`config.mk`:
```
export PLATFORM = sky130hd
export DESIGN_NAME = tga_rle_image_decoder
export DESIGN_NICKNAME = d
export VERILOG_FILES = /design/src/tgarle_pkg.sv /design/src/tgarle_front.sv /design/src/tgarle_queue.sv /design/src/tgarle_back.sv /design/src/tga_rle_image_decoder.sv
export SDC_FILE = /design/constraint.sdc
export NUM_CORES = 2
export LEC_CHECK = 0
export BUFFER_PORTS_ARGS = -buffer_cell sky130_fd_sc_hd__buf_2
export CORE_UTILIZATION = 61
export CTS_BUF_LIST = sky130_fd_sc_hd__clkbuf_4
export CTS_CLUSTER_DIAMETER = 80
export DETAILED_ROUTE_END_ITERATION = 8
export GPL_TIMING_DRIVEN = 0
export HOLD_SLACK_MARGIN = 0.15
export PLACE_DENSITY = 0.79
export SETUP_SLACK_MARGIN = 0.05
export SLEW_MARGIN = 10
export SYNTH_ARGS = -nofsm -noshare
export SYNTH_HDL_FRONTEND = slang
export SYNTH_HIERARCHICAL = 1
export SYNTH_SLANG_ARGS = --single-unit
```
`constraint.sdc`:
```
create_clock -name i_clk -period 38.3 [get_ports i_clk]
set_clock_uncertainty 0.1 [all_clocks]
set_input_delay 9.575 -clock i_clk [delete_from_list [all_inputs] [get_ports i_clk]]
set_output_delay 9.575 -clock i_clk [all_outputs]
set_load 0.01 [all_outputs]
```
`src/tgarle_pkg.sv`:
```
`timescale 1ns / 1ps
// ============================================================================
// tgarle_pkg
// shared types and constants of the tga truecolor rle decoder
// ============================================================================
package tgarle_pkg;

    // default depth of the queue between front and back
    localparam int QUEUE_DEPTH = 4;

    // header layout (byte offsets)
    localparam logic [4:0] HDR_ID_LENGTH  = 5'd0;
    localparam logic [4:0] HDR_CMAP_TYPE  = 5'd1;
    localparam logic [4:0] HDR_IMAGE_TYPE = 5'd2;
    localparam logic [4:0] HDR_WIDTH_LO   = 5'd12;
    localparam logic [4:0] HDR_WIDTH_HI   = 5'd13;
    localparam logic [4:0] HDR_HEIGHT_LO  = 5'd14;
    localparam logic [4:0] HDR_HEIGHT_HI  = 5'd15;
    localparam logic [4:0] HDR_DEPTH      = 5'd16;
    localparam logic [4:0] HDR_LAST       = 5'd17;

    localparam logic [7:0] IMAGE_TYPE_RAW = 8'd2;
    localparam logic [7:0] IMAGE_TYPE_RLE = 8'd10;
    localparam logic [7:0] DEPTH_24       = 8'd24;
    localparam logic [7:0] DEPTH_32       = 8'd32;
    localparam logic [7:0] OPAQUE_ALPHA   = 8'd255;
    localparam logic [7:0] PACKET_LEN_MASK = 8'h7F;

    typedef enum logic [1:0] {
        KIND_RUN        = 2'd0,
        KIND_BAD_TYPE   = 2'd1,
        KIND_BAD_FORMAT = 2'd2,
        KIND_EMPTY      = 2'd3
    } t_kind;

    typedef enum logic [2:0] {
        PH_IDLE   = 3'd0,
        PH_HEADER = 3'd1,
        PH_IDSKIP = 3'd2,
        PH_PACKET = 3'd3,
        PH_PIXEL  = 3'd4
    } t_phase;

    // one classified result waiting for placement
    typedef struct packed {
        t_kind       kind;
        logic        first;   // first pixel word of the image
        logic        last;
        logic [7:0]  count;
        logic [7:0]  red;
        logic [7:0]  green;
        logic [7:0]  blue;
        logic [7:0]  alpha;
        logic [15:0] width;
        logic [15:0] height;
    } t_job;

endpackage

```
`src/tgarle_front.sv`:
```
`timescale 1ns / 1ps
// ============================================================================
// tgarle_front
// header parser, packet decoder and pixel assembler; while i_accept is high, one byte per cycle
// ============================================================================
module tgarle_front (
    input  logic              i_clk,
    input  logic              i_rst_n,
    input  logic              i_accept,
    input  logic [7:0]        i_data_byte,
    input  logic              i_first_byte,
    output logic              o_push,
    output tgarle_pkg::t_job  o_job
);

    tgarle_pkg::t_phase r_phase, n_phase;
    logic [4:0]  r_hidx, n_hidx;
    logic [7:0]  r_id_skip, n_id_skip;
    logic        r_is_rle, n_is_rle;
    logic        r_four, n_four;
    logic [15:0] r_cols, n_cols;
    logic [15:0] r_rows, n_rows;
    logic        r_bad_cmap, n_bad_cmap;
    logic        r_bad_type, n_bad_type;
    logic        r_bad_depth, n_bad_depth;
    logic [31:0] r_pix_left, n_pix_left;
    logic [7:0]  r_pkt_left, n_pkt_left;
    logic        r_pkt_run, n_pkt_run;
    logic [23:0] r_color, n_color;
    logic [1:0]  r_bip, n_bip;
    logic        r_first_pix, n_first_pix;

    tgarle_pkg::t_phase eff_phase;
    logic [4:0]  eff_hidx;
    logic        eff_cmap, eff_type, eff_depth;
    logic [23:0] color_new;
    logic        pixel_done;
    logic [7:0]  raw_count;
    logic        img_done;
    logic [31:0] area;

    assign area = r_cols * r_rows;

    always_ff @(posedge i_clk) begin
        if (!i_rst_n) begin
            r_phase     <= tgarle_pkg::PH_IDLE;
            r_hidx      <= '0;
            r_id_skip   <= '0;
            r_is_rle    <= 1'b0;
            r_four      <= 1'b0;
            r_bad_cmap  <= 1'b0;
            r_bad_type  <= 1'b0;
            r_bad_depth <= 1'b0;
            r_pix_left  <= '0;
            r_pkt_left  <= '0;
            r_pkt_run   <= 1'b0;
            r_color     <= '0;
            r_bip       <= '0;
            r_first_pix <= 1'b0;
        end else begin
            r_phase     <= n_phase;
            r_hidx      <= n_hidx;
            r_id_skip   <= n_id_skip;
            r_is_rle    <= n_is_rle;
            r_four      <= n_four;
            r_bad_cmap  <= n_bad_cmap;
            r_bad_type  <= n_bad_type;
            r_bad_depth <= n_bad_depth;
            r_pix_left  <= n_pix_left;
            r_pkt_left  <= n_pkt_left;
            r_pkt_run   <= n_pkt_run;
            r_color     <= n_color;
            r_bip       <= n_bip;
            r_first_pix <= n_first_pix;
        end
    end

    // header size fields are payload
    always_ff @(posedge i_clk) begin
        r_cols <= n_cols;
        r_rows <= n_rows;
    end

    always_comb begin
        n_phase     = r_phase;
        n_hidx      = r_hidx;
        n_id_skip   = r_id_skip;
        n_is_rle    = r_is_rle;
        n_four      = r_four;
        n_cols      = r_cols;
        n_rows      = r_rows;
        n_bad_cmap  = r_bad_cmap;
        n_bad_type  = r_bad_type;
        n_bad_depth = r_bad_depth;
        n_pix_left  = r_pix_left;
        n_pkt_left  = r_pkt_left;
        n_pkt_run   = r_pkt_run;
        n_color     = r_color;
        n_bip       = r_bip;
        n_first_pix = r_first_pix;

        o_push       = 1'b0;
        o_job        = '0;
        o_job.kind   = tgarle_pkg::KIND_RUN;
        o_job.width  = r_cols;
        o_job.height = r_rows;

        // a first byte restarts header parsing
        eff_phase = i_first_byte ? tgarle_pkg::PH_HEADER : r_phase;
        eff_hidx  = i_first_byte ? 5'd0 : r_hidx;
        eff_cmap  = i_first_byte ? 1'b0 : r_bad_cmap;
        eff_type  = i_first_byte ? 1'b0 : r_bad_type;
        eff_depth = i_first_byte ? 1'b0 : r_bad_depth;

        color_new = r_color;
        case (r_bip)
            2'd0:    color_new[7:0]   = i_data_byte;
            2'd1:    color_new[15:8]  = i_data_byte;
            2'd2:    color_new[23:16] = i_data_byte;
            default: color_new = r_color;
        endcase
        pixel_done = r_four ? (r_bip == 2'd3) : (r_bip == 2'd2);
        raw_count  = (r_is_rle && r_pkt_run) ? r_pkt_left : 8'd1;
        img_done   = ({24'd0, raw_count} >= r_pix_left);

        if (i_accept) begin
            n_hidx      = eff_hidx;
            n_bad_cmap  = eff_cmap;
            n_bad_type  = eff_type;
            n_bad_depth = eff_depth;
            if (i_first_byte) begin
                n_phase     = tgarle_pkg::PH_HEADER;
                n_first_pix = 1'b0;
            end
            unique case (eff_phase)
                tgarle_pkg::PH_HEADER: begin
                    unique case (eff_hidx)
                        tgarle_pkg::HDR_ID_LENGTH:  n_id_skip = i_data_byte;
                        tgarle_pkg::HDR_CMAP_TYPE:
                            if (i_data_byte != 8'd0) n_bad_cmap = 1'b1;
                        tgarle_pkg::HDR_IMAGE_TYPE: begin
                            n_is_rle = (i_data_byte == tgarle_pkg::IMAGE_TYPE_RLE);
                            if (i_data_byte != tgarle_pkg::IMAGE_TYPE_RAW &&
                                i_data_byte != tgarle_pkg::IMAGE_TYPE_RLE)
                                n_bad_type = 1'b1;
                        end
                        tgarle_pkg::HDR_WIDTH_LO:  n_cols[7:0]  = i_data_byte;
                        tgarle_pkg::HDR_WIDTH_HI:  n_cols[15:8] = i_data_byte;
                        tgarle_pkg::HDR_HEIGHT_LO: n_rows[7:0]  = i_data_byte;
                        tgarle_pkg::HDR_HEIGHT_HI: n_rows[15:8] = i_data_byte;
                        tgarle_pkg::HDR_DEPTH: begin
                            n_four = (i_data_byte == tgarle_pkg::DEPTH_32);
                            if (i_data_byte != tgarle_pkg::DEPTH_24 &&
                                i_data_byte != tgarle_pkg::DEPTH_32)
                                n_bad_depth = 1'b1;
                        end
                        default: ;
                    endcase
                    if (eff_hidx != tgarle_pkg::HDR_LAST) begin
                        n_hidx = eff_hidx + 5'd1;
                    end else begin
                        n_phase    = tgarle_pkg::PH_IDLE;
                        o_job.last = 1'b1;
                        if (eff_type) begin
                            o_push     = 1'b1;
                            o_job.kind = tgarle_pkg::KIND_BAD_TYPE;
                        end else if (eff_cmap || eff_depth) begin
                            o_push     = 1'b1;
                            o_job.kind = tgarle_pkg::KIND_BAD_FORMAT;
                        end else if (r_cols == 16'd0 || r_rows == 16'd0) begin
                            o_push     = 1'b1;
                            o_job.kind = tgarle_pkg::KIND_EMPTY;
                        end else begin
                            n_pix_left  = area;
                            n_first_pix = 1'b1;
                            n_bip       = 2'd0;
                            n_color     = '0;
                            n_pkt_left  = '0;
                            n_pkt_run   = 1'b0;
                            if (r_id_skip != 8'd0)
                                n_phase = tgarle_pkg::PH_IDSKIP;
                            else if (r_is_rle)
                                n_phase = tgarle_pkg::PH_PACKET;
                            else
                                n_phase = tgarle_pkg::PH_PIXEL;
                        end
                    end
                end
                tgarle_pkg::PH_IDSKIP: begin
                    n_id_skip = r_id_skip - 8'd1;
                    if (r_id_skip == 8'd1)
                        n_phase = r_is_rle ? tgarle_pkg::PH_PACKET : tgarle_pkg::PH_PIXEL;
                end
                tgarle_pkg::PH_PACKET: begin
                    n_pkt_left = (i_data_byte & tgarle_pkg::PACKET_LEN_MASK) + 8'd1;
                    n_pkt_run  = i_data_byte[7];
                    n_bip      = 2'd0;
                    n_color    = '0;
                    n_phase    = tgarle_pkg::PH_PIXEL;
                end
                tgarle_pkg::PH_PIXEL: begin
                    if (!pixel_done) begin
                        n_bip   = r_bip + 2'd1;
                        n_color = color_new;
                    end else begin
                        n_bip   = 2'd0;
                        n_color = '0;
                        o_push      = 1'b1;
                        o_job.first = r_first_pix;
                        n_first_pix = 1'b0;
                        o_job.blue  = color_new[7:0];
                        o_job.green = color_new[15:8];
                        o_job.red   = color_new[23:16];
                        o_job.alpha = r_four ? i_data_byte : tgarle_pkg::OPAQUE_ALPHA;
                        o_job.last  = img_done;
                        o_job.count = img_done ? r_pix_left[7:0] : raw_count;
                        if (img_done) begin
                            n_pix_left = '0;
                            n_phase    = tgarle_pkg::PH_IDLE;
                        end else begin
                            n_pix_left = r_pix_left - {24'd0, raw_count};
                            if (r_is_rle) begin
                                if (r_pkt_run || r_pkt_left <= 8'd1) begin
                                    n_pkt_left = '0;
                                    n_phase    = tgarle_pkg::PH_PACKET;
                                end else begin
                                    n_pkt_left = r_pkt_left - 8'd1;
                                end
                            end
                        end
                    end
                end
                default: ;
            endcase
        end
    end

endmodule

```
`src/tgarle_queue.sv`:
```
`timescale 1ns / 1ps
// ============================================================================
// tgarle_queue
// small first-in first-out queue of classified words
// ============================================================================
module tgarle_queue #(
    parameter int DEPTH = tgarle_pkg::QUEUE_DEPTH
) (
    input  logic              i_clk,
    input  logic              i_rst_n,
    input  logic              i_push,
    input  tgarle_pkg::t_job  i_job,
    input  logic              i_pop,
    output logic              o_full,
    output logic              o_empty,
    output tgarle_pkg::t_job  o_head
);

    localparam int PTR_W = (DEPTH > 1) ? $clog2(DEPTH) : 1;
    localparam int CNT_W = $clog2(DEPTH + 1);

    tgarle_pkg::t_job r_mem [DEPTH];
    logic [PTR_W-1:0] r_wr_ptr, r_rd_ptr;
    logic [CNT_W-1:0] r_count;
    logic do_push, do_pop;

    assign o_full  = (r_count == CNT_W'(DEPTH));
    assign o_empty = (r_count == '0);
    assign do_push = i_push && !o_full;
    assign do_pop  = i_pop && !o_empty;
    assign o_head  = r_mem[r_rd_ptr];

    always_ff @(posedge i_clk) begin
        if (do_push) r_mem[r_wr_ptr] <= i_job;
    end

    always_ff @(posedge i_clk) begin
        if (!i_rst_n) begin
            r_wr_ptr <= '0;
            r_rd_ptr <= '0;
            r_count  <= '0;
        end else begin
            if (do_push)
                r_wr_ptr <= (r_wr_ptr == PTR_W'(DEPTH - 1)) ? '0 : r_wr_ptr + 1'b1;
            if (do_pop)
                r_rd_ptr <= (r_rd_ptr == PTR_W'(DEPTH - 1)) ? '0 : r_rd_ptr + 1'b1;
            if (do_push && !do_pop)
                r_count <= r_count + 1'b1;
            else if (do_pop && !do_push)
                r_count <= r_count - 1'b1;
        end
    end

endmodule

```
`src/tgarle_back.sv`:
```
`timescale 1ns / 1ps
// ============================================================================
// tgarle_back
// places runs on the image grid and holds the result register
// ============================================================================
module tgarle_back (
    input  logic              i_clk,
    input  logic              i_rst_n,
    input  logic              i_empty,
    input  tgarle_pkg::t_job  i_head,
    output logic              o_pop,
    output logic              o_out_valid,
    input  logic              i_out_ready,
    output logic [1:0]        o_kind,
    output logic [15:0]       o_start_row,
    output logic [15:0]       o_start_column,
    output logic [7:0]        o_run_count,
    output logic [7:0]        o_red,
    output logic [7:0]        o_green,
    output logic [7:0]        o_blue,
    output logic [7:0]        o_alpha,
    output logic [15:0]       o_image_width,
    output logic [15:0]       o_image_height,
    output logic              o_last
);

    logic        r_valid;
    logic        r_busy, n_busy;
    logic [15:0] r_row, n_row;
    logic [15:0] r_col, n_col;
    logic [16:0] r_acc, n_acc;
    logic [15:0] r_cols, n_cols;

    logic        take;
    logic        is_run;
    logic [15:0] base_row, base_col;
    logic [16:0] sum, over, step;

    assign o_pop  = take;
    assign take   = !i_empty && !r_busy && (!r_valid || i_out_ready);
    assign is_run = (i_head.kind == tgarle_pkg::KIND_RUN);

    assign base_row = i_head.first ? i_head.height - 16'd1 : r_row;
    assign base_col = i_head.first ? 16'd0 : r_col;
    assign sum      = {1'b0, base_col} + {9'd0, i_head.count};
    assign over     = sum - {1'b0, i_head.width};
    assign step     = r_acc - {1'b0, r_cols};

    always_comb begin
        n_busy = r_busy;
        n_row  = r_row;
        n_col  = r_col;
        n_acc  = r_acc;
        n_cols = r_cols;
        if (r_busy) begin
            // one more row end crossed per cycle
            n_row = r_row - 16'd1;
            if (step < {1'b0, r_cols}) begin
                n_col  = step[15:0];
                n_busy = 1'b0;
            end else begin
                n_acc = step;
            end
        end else if (take && is_run && !i_head.last) begin
            n_cols = i_head.width;
            if (sum < {1'b0, i_head.width}) begin
                n_row = base_row;
                n_col = sum[15:0];
            end else begin
                n_row = base_row - 16'd1;
                if (over < {1'b0, i_head.width}) begin
                    n_col = over[15:0];
                end else begin
                    n_acc  = over;
                    n_busy = 1'b1;
                end
            end
        end
    end

    always_ff @(posedge i_clk) begin
        if (!i_rst_n) begin
            r_valid <= 1'b0;
            r_busy  <= 1'b0;
        end else begin
            r_busy <= n_busy;
            if (take)
                r_valid <= 1'b1;
            else if (i_out_ready)
                r_valid <= 1'b0;
        end
    end

    always_ff @(posedge i_clk) begin
        r_row  <= n_row;
        r_col  <= n_col;
        r_acc  <= n_acc;
        r_cols <= n_cols;
        if (take) begin
            o_kind         <= i_head.kind;
            o_start_row    <= is_run ? base_row : 16'd0;
            o_start_column <= is_run ? base_col : 16'd0;
            o_run_count    <= i_head.count;
            o_red          <= i_head.red;
            o_green        <= i_head.green;
            o_blue         <= i_head.blue;
            o_alpha        <= i_head.alpha;
            o_image_width  <= i_head.width;
            o_image_height <= i_head.height;
            o_last         <= i_head.last;
        end
    end

    assign o_out_valid = r_valid;

endmodule

```
`src/tga_rle_image_decoder.sv`:
```
`timescale 1ns / 1ps
// ============================================================================
// tga_rle_image_decoder
// truecolor tga decoder (raw and rle, 24 and 32 bit) fed one byte per word
// ============================================================================
// The block takes a tga file one byte per input word, with i_first_byte high
// on byte 0 of each file, and returns one result word per raw pixel or per
// rle run packet: color as rgba, the destination row and column of the first
// pixel (bottom row first, top row is 0) and a count that is clipped at the
// image end. Header problems (image type other than raw or rle, a colormap,
// depth other than 24 or 32) and empty images are reported as one word with
// o_last high once the 18 header bytes are in; the word that fills the last
// pixel also carries o_last. Bytes that arrive with no file open are taken
// and dropped. Input takes one byte every cycle while the queue between the
// byte parser and the placement stage has room. The placement stage emits
// one result per cycle while the output side is ready; a run that crosses
// more than one row end (images narrower than the run) holds it until every
// row end is crossed, as column wrap is a repeated subtract of the image width.
module tga_rle_image_decoder #(
    parameter int QUEUE_DEPTH = tgarle_pkg::QUEUE_DEPTH
) (
    input  logic        i_clk,
    input  logic        i_rst_n,
    // byte input
    input  logic        i_in_valid,
    output logic        o_in_ready,
    input  logic [7:0]  i_data_byte,
    input  logic        i_first_byte,
    // result output
    output logic        o_out_valid,
    input  logic        i_out_ready,
    output logic [1:0]  o_kind,
    output logic [15:0] o_start_row,
    output logic [15:0] o_start_column,
    output logic [7:0]  o_run_count,
    output logic [7:0]  o_red,
    output logic [7:0]  o_green,
    output logic [7:0]  o_blue,
    output logic [7:0]  o_alpha,
    output logic [15:0] o_image_width,
    output logic [15:0] o_image_height,
    output logic        o_last
);

    logic             accept;
    logic             push;
    logic             pop;
    logic             full;
    logic             empty;
    tgarle_pkg::t_job job;
    tgarle_pkg::t_job head;

    // a byte word is taken whenever the queue can hold what it may produce
    assign o_in_ready = !full;
    assign accept     = i_in_valid && !full;

    // parser: header, id skip, packet headers, pixel assembly, clipping
    tgarle_front u_front (
        .i_clk        (i_clk),
        .i_rst_n      (i_rst_n),
        .i_accept     (accept),
        .i_data_byte  (i_data_byte),
        .i_first_byte (i_first_byte),
        .o_push       (push),
        .o_job        (job)
    );

    // decouples the byte side from result stalls
    tgarle_queue #(
        .DEPTH (QUEUE_DEPTH)
    ) u_queue (
        .i_clk   (i_clk),
        .i_rst_n (i_rst_n),
        .i_push  (push),
        .i_job   (job),
        .i_pop   (pop),
        .o_full  (full),
        .o_empty (empty),
        .o_head  (head)
    );

    // placement of runs on the grid plus output register
    tgarle_back u_back (
        .i_clk          (i_clk),
        .i_rst_n        (i_rst_n),
        .i_empty        (empty),
        .i_head         (head),
        .o_pop          (pop),
        .o_out_valid    (o_out_valid),
        .i_out_ready    (i_out_ready),
        .o_kind         (o_kind),
        .o_start_row    (o_start_row),
        .o_start_column (o_start_column),
        .o_run_count    (o_run_count),
        .o_red          (o_red),
        .o_green        (o_green),
        .o_blue         (o_blue),
        .o_alpha        (o_alpha),
        .o_image_width  (o_image_width),
        .o_image_height (o_image_height),
        .o_last         (o_last)
    );

endmodule
```
==> impl_metrics.xml <==
<?xml version="1.0" encoding="UTF-8"?>
<metrics>
  <group name="synthesis">
    <metric name="syn-cell-area" unit="sq mm">0.0370</metric>
    <metric name="yosys_register_bits" unit="">608</metric>
    <metric name="synth.largest_area_cell" unit="">sky130_fd_sc_hd__edfxtp_1</metric>
    <metric name="synth_cell_types" unit="">95</metric>
    <metric name="synth-async-reset-ratio" unit="">0</metric>
    <metric name="yosysWarningCount" unit="">6</metric>
    <metric name="synth.yosys.seq_area_share" unit="">0.466</metric>
    <metric name="post-synth-top-area-fraction" unit="">0.412</metric>
    <metric name="synth_edf_count" unit="">508</metric>
    <metric name="avgSynthCellArea" unit="sq um">11.8</metric>
    <metric name="ys_top_cells_by_area" unit="">sky130_fd_sc_hd__edfxtp_1 41%, sky130_fd_sc_hd__fa_1 11%, sky130_fd_sc_hd__ha_1 7.1%</metric>
    <metric name="syn_inst" unit="">3147</metric>
    <metric name="postSynth.topFlopCell" unit="">sky130_fd_sc_hd__edfxtp_1</metric>
    <metric name="synthesis.nets" unit="">3568</metric>
  </group>
  <group name="power_and_ir_drop">
    <metric name="leakage" unit="nW">16.0</metric>
    <metric name="clock_power_share" unit="">0.422</metric>
    <metric name="power.ir.vdd_worst" unit="uV">26.1</metric>
    <metric name="total_switching_power" unit="mW">0.288</metric>
    <metric name="switching_share" unit="">0.226</metric>
    <metric name="power_frac_comb" unit="">0.023</metric>
    <metric name="power.share.sequential" unit="">0.555</metric>
    <metric name="power-per-cell-area" unit="mW/mm^2">31.3</metric>
    <metric name="internal_power_contribution" unit="mW">0.989</metric>
  </group>
  <group name="timing">
    <metric name="finalSetupViolCount" unit="">0</metric>
    <metric name="finalWorstPathRequiredPeriod" unit="ps">13160</metric>
    <metric name="fin_tns_setup" unit="ps">0</metric>
    <metric name="final-hold-violation-count" unit="">0</metric>
    <metric name="layout_worst_path_cycle_share" unit="">0.344</metric>
    <metric name="clock.fmax" unit="MHz">76.0</metric>
    <metric name="max-slew-margin-rel" unit="">0.144</metric>
    <metric name="tightest_slew" unit="ps">1280</metric>
    <metric name="grt_setup_unrepaired" unit="">false</metric>
    <metric name="worst_hold_slack_after_final_layout" unit="ps">366</metric>
    <metric name="final_max_slew_viols" unit="">0</metric>
  </group>
  <group name="setup_path">
    <metric name="arrival" unit="ps">13950</metric>
    <metric name="setup.worst_path.end_class" unit="">register</metric>
    <metric name="regToRegEndpoint" unit="">u_back/r_col[13]</metric>
    <metric name="r2r_cells" unit="">28</metric>
    <metric name="worst_path_most_repeated_cell" unit="">sky130_fd_sc_hd__clkbuf_1</metric>
    <metric name="path_cells" unit="">buf_2 &gt; clkbuf_1 &gt; clkbuf_1 &gt; nand2b_1 &gt; inv_1 &gt; ha_1 &gt; nand3_1 &gt; clkbuf_1 &gt; nor2_1 &gt; a21oi_1 &gt; nor2b_1 &gt; nor2b_1 &gt; clkbuf_1 &gt; ha_1 &gt; inv_1 &gt; fa_1 &gt; xor2_1 &gt; or3_1 &gt; a21boi_0</metric>
    <metric name="critical-path-max-stage-delay" unit="ps">450</metric>
    <metric name="worst_path_max_delay_cell" unit="">sky130_fd_sc_hd__nor2b_1</metric>
    <metric name="critical_path.startpoint_type" unit="">primary input</metric>
    <metric name="critPathKind" unit="">primary input to register</metric>
    <metric name="setup.reg_to_reg.worst_slack" unit="ps">28110</metric>
    <metric name="required" unit="ps">39090</metric>
    <metric name="critical_path_peak_fanout" unit="">10</metric>
  </group>
  <group name="min_path">
    <metric name="whs_endpoint" unit="">u_front/r_color[19]</metric>
    <metric name="worst_hold_path.num_cells" unit="">1</metric>
    <metric name="worstHoldPathType" unit="">register to register</metric>
    <metric name="min_from" unit="">u_front/r_color[19]</metric>
  </group>
  <group name="clocking">
    <metric name="cts_post_setup_buffers_inserted" unit="">0</metric>
    <metric name="cts_max_level" unit="">4</metric>
    <metric name="post_cts_resize_count" unit="">0</metric>
    <metric name="clk_path_buf_depth" unit="">3</metric>
    <metric name="number_of_clock_buffers_inserted_by_tritoncts" unit="">154</metric>
    <metric name="tritoncts_num_sinks" unit="">608</metric>
    <metric name="clock_input_transition_at_the_sequential_cells_of_the_worst_setup_and_hold_paths" unit="ps">70</metric>
    <metric name="clock_tree.root_cell" unit="">sky130_fd_sc_hd__clkbuf_4</metric>
    <metric name="postCtsHoldBufs" unit="">0</metric>
    <metric name="worst_skew_pair.late_latency" unit="ps">980</metric>
    <metric name="cts_tree" unit="">done</metric>
  </group>
  <group name="floorplanning">
    <metric name="ios" unit="">122</metric>
    <metric name="die_area" unit="sq mm">0.0617</metric>
    <metric name="start_util" unit="">0.623</metric>
    <metric name="die_outline_height" unit="um">248</metric>
    <metric name="core_area" unit="sq mm">0.0595</metric>
    <metric name="rows" unit="">89</metric>
    <metric name="die_w" unit="um">248</metric>
  </group>
  <group name="layout">
    <metric name="mostFrequentLayoutCells" unit="">508 x sky130_fd_sc_hd__edfxtp_1, 318 x sky130_fd_sc_hd__inv_1, 297 x sky130_fd_sc_hd__nand2_1</metric>
    <metric name="layout-area-overhead-vs-synth" unit="%">10.1</metric>
    <metric name="nets" unit="">3861</metric>
    <metric name="layout_cell_share_with_drive_strength_beyond_1" unit="">0.151</metric>
    <metric name="mostFrequentLayoutCell" unit="">sky130_fd_sc_hd__edfxtp_1</metric>
  </group>
  <group name="drt">
    <metric name="dr.first_iter.drc_count" unit="">2394</metric>
    <metric name="post_drt_via_cell_ratio" unit="">6.11</metric>
    <metric name="post_drt_wl_per_cell" unit="um">22.0</metric>
    <metric name="route.final.wire_length" unit="mm">95.2</metric>
    <metric name="num_vias" unit="">26500</metric>
    <metric name="drtAntennaViolNets" unit="">0</metric>
    <metric name="detail_route.first_pass.iterations" unit="">7</metric>
    <metric name="remaining_drc_errors" unit="">0</metric>
  </group>
  <group name="global_routing">
    <metric name="global_route.overflow_total" unit="">0</metric>
    <metric name="grt_max_degree" unit="">48</metric>
    <metric name="antenna_found_initial" unit="">2</metric>
    <metric name="grt_first_pass_wirelength" unit="mm">148</metric>
    <metric name="grt.total_usage" unit="">0.319</metric>
    <metric name="first_global_vias" unit="">27100</metric>
  </group>
  <group name="status">
    <metric name="status" unit="">completed</metric>
  </group>
  <group name="placement">
    <metric name="placement.io_buffers" unit="">121</metric>
    <metric name="place_congestion" unit="">0.975</metric>
    <metric name="total_half_perimeter_wirelength_after_legalization_and_detailed_placement" unit="mm">70.6</metric>
  </group>
  <group name="job">
    <metric name="maxCapViolations" unit="">0</metric>
  </group>
</metrics>
-- worst max-delay path by stage --
stage / startpoint / slack (ps) / endpoint / cells after the start
floorplan: i_out_ready / 18570 / u_back/r_acc[0] / 5
global placement: i_out_ready / 14220 / u_back/r_acc[13] / 6
detailed placement: i_first_byte / 24260 / u_queue/r_count[2] / 19
CTS: i_first_byte / 25340 / u_queue/r_count[2] / 19
global route: i_first_byte / 25040 / u_queue/r_count[2] / 19
finish: i_first_byte / 25140 / u_queue/r_count[2] / 19
-- final cells by class --
type                            instances  area [sq um]
Fill cell                            4260         18700
Timing Repair Buffer                  137           821
Inverter                              319          1200
Clock buffer                          218          1640
Multi-Input combinational cell       2083         17900
Tap cell                              773           967
Sequential cell                       608         17300
Clock inverter                         52           288
Antenna cell                            4          10.0
Buffer                                137           656
-- sequential cells by signal, indices dropped and copies added, names as in the netlist, 16 cells and up, named ones only --
| name | count |
|---|---|
| u_back/o_start_row | 16 |
| u_queue/r_mem | 304 |
| u_back/r_acc | 17 |
| u_back/r_cols | 16 |
| u_front/r_pix_left | 32 |
| u_back/o_image_width | 16 |
| u_front/r_rows | 16 |
| u_back/o_image_height | 16 |
| u_front/r_cols | 16 |
| u_front/r_color | 24 |
| u_back/r_col | 16 |
| u_back/o_start_column | 16 |
| u_back/r_row | 16 |
-- metal layers --
layer  routed length, um  global-route usage
met1               37900               0.418
met2               45700               0.513
met3                7730              0.0636
met4                3890               0.146
met5                   0                   0
-- synthesized netlist by cell type, drive strengths merged (20+ instances only) --
master and count:
nand3 40, nor3 46, a21oi 117, a21o 26, xor2 36, nor2 163, mux4 76, xnor2 76
nor2b 60, or3 21, o21ai 139, inv 319, nand2 298, ha 209, nor4 22, buf 38
clkbuf 99, a31oi 20, a32o 24, o21a 29, and2 148, fa 199, edfxtp 508, mux2i 56
dfxtp 100
-- logic make-up after synthesis --
group / count (synthesis) / synth area share
xor+xnor: 112 / 0.0265
compound gates: 522 / 0.0940
mux: 141 / 0.0642
simple gates: 900 / 0.121
flops: 608 / 0.466
buf+inv: 456 / 0.0500
fa+ha+maj: 408 / 0.178
-- critical path, delay by kind of cell --
family	cells	cell delay, ps
xor gates and xnor gates	1	180
buffers and inverters	7	1450
and+or+nand+nor	6	1560
adders and majority gates	3	890
AOI/OAI and AO/OA	2	290
-- power by group through the flow --
stage | Clock [mW] | Combinational [mW] | Sequential [mW]
6_report | 0.539 | 0.0291 | 0.710
4_1_cts | 0.551 | 0.0283 | 0.709
3_5_place_dp | 0 | 0.0281 | 0.724
3_3_place_gp | 0 | 0.0273 | 0.724
2_1_floorplan | 0 | 0.0186 | 0.723
5_1_grt | 0.584 | 0.0315 | 0.709
-- through the flow --
step / utilization / cell area [sq um] / cells / setup slack [ps] / power, mW
floorplan: - / 37000 / 3147 / 18570 / 0.742
global placement: 0.649 / 38600 / 4041 / 14220 / 0.751
detailed placement: 0.653 / 38800 / 4057 / 24260 / 0.752
CTS: 0.686 / 40800 / 4327 / 25340 / 1.29
global route: 0.686 / 40800 / 4329 / 25040 / 1.33
finish: 0.686 / 40800 / 4331 / 25140 / 1.28
(Power assumes the default switching activity.)
